==> src/design/bf_interpreter_core_unit_defines.svh <==
// Assertion helpers for the interpreter core
`ifndef BF_INTERPRETER_CORE_UNIT_DEFINES_SVH
`define BF_INTERPRETER_CORE_UNIT_DEFINES_SVH
// check an implication on every clock edge outside reset
`define BF_ASSERT_IMP(lbl, clk, rst, cond, prop, msg) \
   lbl: assert property (@(posedge clk) disable iff (rst) (cond) |-> (prop)) else $error(msg);
// check an implication in the cycle after the condition holds
`define BF_ASSERT_NEXT(lbl, clk, rst, cond, prop, msg) \
   lbl: assert property (@(posedge clk) disable iff (rst) (cond) |=> (prop)) else $error(msg);
`endif

==> src/design/bf_ram.sv <==
`default_nettype none
module bf_ram #(
   parameter int WIDTH = 8,
   parameter int DEPTH = 16
) (
   input  wire logic                     clock,
   input  wire logic                     wr_en,
   input  wire logic [$clog2(DEPTH)-1:0] wr_addr,
   input  wire logic [WIDTH-1:0]         wr_data,
   input  wire logic [$clog2(DEPTH)-1:0] rd_addr,
   output      logic [WIDTH-1:0]         rd_data
);
   logic [WIDTH-1:0] mem [DEPTH];
   always_ff @(posedge clock) begin
      if (wr_en) begin
         mem[wr_addr] <= wr_data;
      end
      rd_data <= mem[rd_addr];
   end
endmodule
`default_nettype wire

==> config.mk <==
export PLATFORM = sky130hd
export DESIGN_NAME = bf_ram
export DESIGN_NICKNAME = d
export VERILOG_FILES = /design/src/design/bf_interpreter_core_unit_defines.svh /design/src/design/bf_ram.sv
export SDC_FILE = /design/constraint.sdc
export NUM_CORES = 1
export LEC_CHECK = 0
export ABC_CLOCK_PERIOD_IN_PS = 4200
export BUFFER_PORTS_ARGS = -buffer_cell sky130_fd_sc_hd__buf_2
export CAP_MARGIN = 5
export CORE_ASPECT_RATIO = 1.5
export CORE_MARGIN = 2
export CORE_UTILIZATION = 40
export CTS_BUF_LIST = sky130_fd_sc_hd__clkbuf_8 sky130_fd_sc_hd__clkbuf_16
export CTS_CLUSTER_DIAMETER = 100
export CTS_CLUSTER_SIZE = 20
export DETAILED_ROUTE_END_ITERATION = 16
export GPL_TIMING_DRIVEN = 0
export MAX_ROUTING_LAYER = met4
export PLACE_DENSITY = 0.64
export RECOVER_POWER = 100
export SYNTH_ARGS = -nofsm -noshare
export SYNTH_HDL_FRONTEND = slang
export SYNTH_SLANG_ARGS = --single-unit
==> constraint.sdc <==
create_clock -name clock -period 4.2 [get_ports clock]
set_input_delay 0.84 -clock clock [delete_from_list [all_inputs] [get_ports clock]]
set_output_delay 0.84 -clock clock [all_outputs]
set_load 0.01 [all_outputs]
==> results.sh <==
export IMPL_finalMaxSlewViolations=0
export IMPL_setup_worst_path_start_class="primary input"
export IMPL_static_leakage_power_nw=2.00
export IMPL_dpl_hpwl_um=6460
export IMPL_totalWireLength_um=9830
export IMPL_status="finished, final reports clean"
export IMPL_layout_core_utilization_pct=48.5
export IMPL_report_final_hold_viol_count=0
export IMPL_ys_warn_count=0
export IMPL_cts_num_sinks=136
export IMPL_setup_viol=0
export IMPL_maxCapViolCount=0
export IMPL_design_area_um2=6070
export IMPL_post_synth_top_area_fraction_pct=74.7
export IMPL_netSwitchingFraction_pct=19.4
export IMPL_drtPass1Iterations=4
export IMPL_rsz_0062_raised_after_global_routing="no"
export IMPL_worst_pin_slew_ps=1310
export IMPL_final_worst_path_period_share_pct=58.8
export IMPL_p_clk_share_pct=47.4
export IMPL_placementRows=50
export IMPL_timing_reg2reg_setup_slack_ps=2760
export IMPL_fp_dieArea_um2=13800
export IMPL_worst_endpoint_arrival_ps=2750
export IMPL_reg2regPathDepth=3
export IMPL_tritoncts_clock_tree="yes"
export IMPL_hp_start="mem[14][0]"
export IMPL_worst_ir_drop_vdd_mv=0.305
export IMPL_place_gp_congestion=0.784
export IMPL_numnets_final=292
export IMPL_port_buffers=24
export IMPL_antennaDiodeCount=0
export IMPL_synth_yosys_seq_area_share_pct=77.8
export IMPL_synth_cells=229
export IMPL_drt_iter0_markers=233
export IMPL_first_pass_grt_wire_length_um=15000
export IMPL_netlist_area_um2=5150
export IMPL_clk_transition_reported_paths_ps=60
export IMPL_dr_total_vias=2369
export IMPL_syn_to_final_growth_pct=17.9
export IMPL_insertion_delay_ps=410
export IMPL_finClkSkew_ps=3.83
export IMPL_worst_hold_path_num_cells=3
export IMPL_clk_path_buf_depth=2
export IMPL_timing_setup_tns_ps=0
export IMPL_postcts_setup_bufs=0
export IMPL_cts_hold_buf=0
export IMPL_synth_avg_cell_area_um2=22.5
export IMPL_placement_cell_area_um2=5460
export IMPL_critical_path_endpoint_type="register"
export IMPL_ant_nets=0
export IMPL_clock_tree_root_cell="clkbuf_16"
export IMPL_finalCriticalPeriod_ps=2470
export IMPL_average_wire_per_cell_in_the_routed_design_um=22.2
export IMPL_min_to="rd_data[0]"
export IMPL_via_count_of_the_first_global_routing_pass=2454
export IMPL_core_region_area_um2=12500
export IMPL_post_route_drc_count=0
export IMPL_globalRoute_totalOverflow=0
export IMPL_gr_usage_all_layers_pct=16.0
export IMPL_synth_net_count=247
export IMPL_grt_start_max_net_pins=17
export IMPL_cts_inserted_buffers=17
export IMPL_power_frac_seq_pct=48.2
export IMPL_power_per_cell_area_nw_per_um2=522
export IMPL_netlist_cell_type_count=19
export IMPL_min_delay_path_class="reg -> reg"
export IMPL_die_height_um=143
export IMPL_power_combinational_fraction_pct=4.5
export IMPL_internal_power_mw=2.55
export IMPL_dieWidth_um=96.6
export IMPL_io_pins=26
export IMPL_initial_utilization_pct=41.1
export IMPL_final_layout_size_suffix_gt1_share_pct=22.6
export IMPL_rr_startpoint="mem[1][0]"
export IMPL_timing_worst_setup_path_type="in -> reg"
export IMPL_critPathMaxFanout=10
export IMPL_vias_per_cell=5.35
export IMPL_critical_path_required_ps=4480
export IMPL_synth_top_area_cell="edfxtp_1"
export IMPL_p_sw_mw=0.615
export IMPL_final_setup_worst_slack_ps=1730
export IMPL_synth_area_leaders="edfxtp_1 75%, mux4_2 7.9%, mux4_1 7.1%"
export IMPL_destination_of_the_worst_register_to_register_timing_path="rd_data[0]"
export IMPL_achievable_frequency_ghz=0.405
export IMPL_preCtsSetupSlack_ps=1330
export IMPL_cts_htree_levels=4
export IMPL_ys_ff_latch=136
export IMPL_antenna_violations_before_repair=0
export IMPL_cts_resized=0
export IMPL_slew_limit_headroom_pct=11.7
## how the worst max path moves through the flow
stage	from	end	slack [ps]
finish	rd_addr[0]	rd_data[4]	1730
global route	rd_addr[0]	rd_data[5]	1560
CTS	wr_addr[2]	mem[0][3]	1730
detailed placement	wr_addr[2]	mem[0][1]	1330
global placement	wr_addr[2]	mem[0][3]	1320
floorplan	wr_addr[2]	mem[0][0]	1870
## worst max-delay path, cell delays in order
cell	delay [ps]
clkbuf_1	270
clkbuf_1	640
mux4_1	700
a22oi_1	210
nand2_1	90
## power by group through the flow
stage / Combinational [mW] / Sequential, mW / Clock [mW]
CTS: 0.150 / 1.53 / 1.52
finish: 0.142 / 1.53 / 1.50
detailed placement: 0.150 / 1.55 / 0
global route: 0.155 / 1.53 / 1.57
global placement: 0.147 / 1.55 / 0
floorplan: 0.0770 / 1.56 / 0
## cell families (layout without fill, tap and decap cells)
kind of cell    after synthesis  in the layout  synth area share (%)
mux                          32             32                  15.0
simple gates                 35             35                  3.18
compound gates               16             16                  2.33
buf+inv                      10             68                  1.68
flops                       136            136                  77.8
## registers in the layout, summed over array words and instances (netlist names)
register	count
mem	128
rd_data	8
## final cells by class
cell class / count / area (um^2)
fill: 1031 / 6440
sequential: 136 / 4000
multi-input combinational: 83 / 1060
clock buffer: 25 / 592
tap: 156 / 195
timing repair buffer: 26 / 105
buffer: 10 / 71.3
clock inverter: 7 / 43.8
## synth_stat cells
master           number
a22oi_1              16
and2_1                1
and2b_1               1
buf_2                 3
buf_4                 1
buf_6                 3
clkdlybuf4s25_2       3
dfxtp_1               8
edfxtp_1            128
mux4_1               14
mux4_2               18
nand2_1               9
nand2b_1              2
nand3_1               1
nand3b_1              2
nor2_1               13
nor2b_1               1
nor3_1                4
or3b_2                1
## layer usage
| metal | up-vias | global-route usage, % | share of wire, % |
|---|---|---|---|
| li1 | 1060 | - | - |
| met4 | 0 | 5.56 | 1.2 |
| met2 | 52 | 27.2 | 55 |
| met5 | - | - | 0 |
| met3 | 5 | 4.50 | 3.3 |
| met1 | 1252 | 18.2 | 40 |
## cells in the final DEF (no fill, tap or decap), types with 2 or more instances in the layout
cell type        synthesis  layout
edfxtp_1               128     128
dfxtp_1                  8       8
clkbuf_16                0      22
nand2_1                  9       9
buf_2                    3       9
nor2_1                  13      13
a22oi_1                 16      16
clkbuf_1                 0      22
mux4_1                  14      14
nand3b_1                 2       2
nor3_1                   4       4
clkbuf_8                 0       3
nand2b_1                 2       2
mux4_2                  18      18
clkinv_2                 0       4
clkdlybuf4s25_2          3       3
## through the flow
step           instances  total power, mW  hold slack (ps)
2_1_floorplan        229             1.63              629
3_3_place_gp         409             1.70              661
3_5_place_dp         409             1.70              669
4_1_cts              441             3.19              679
5_1_grt              443             3.26              697
6_report             443             3.17              674
Note: power is estimated with default switching activity, not from simulation.
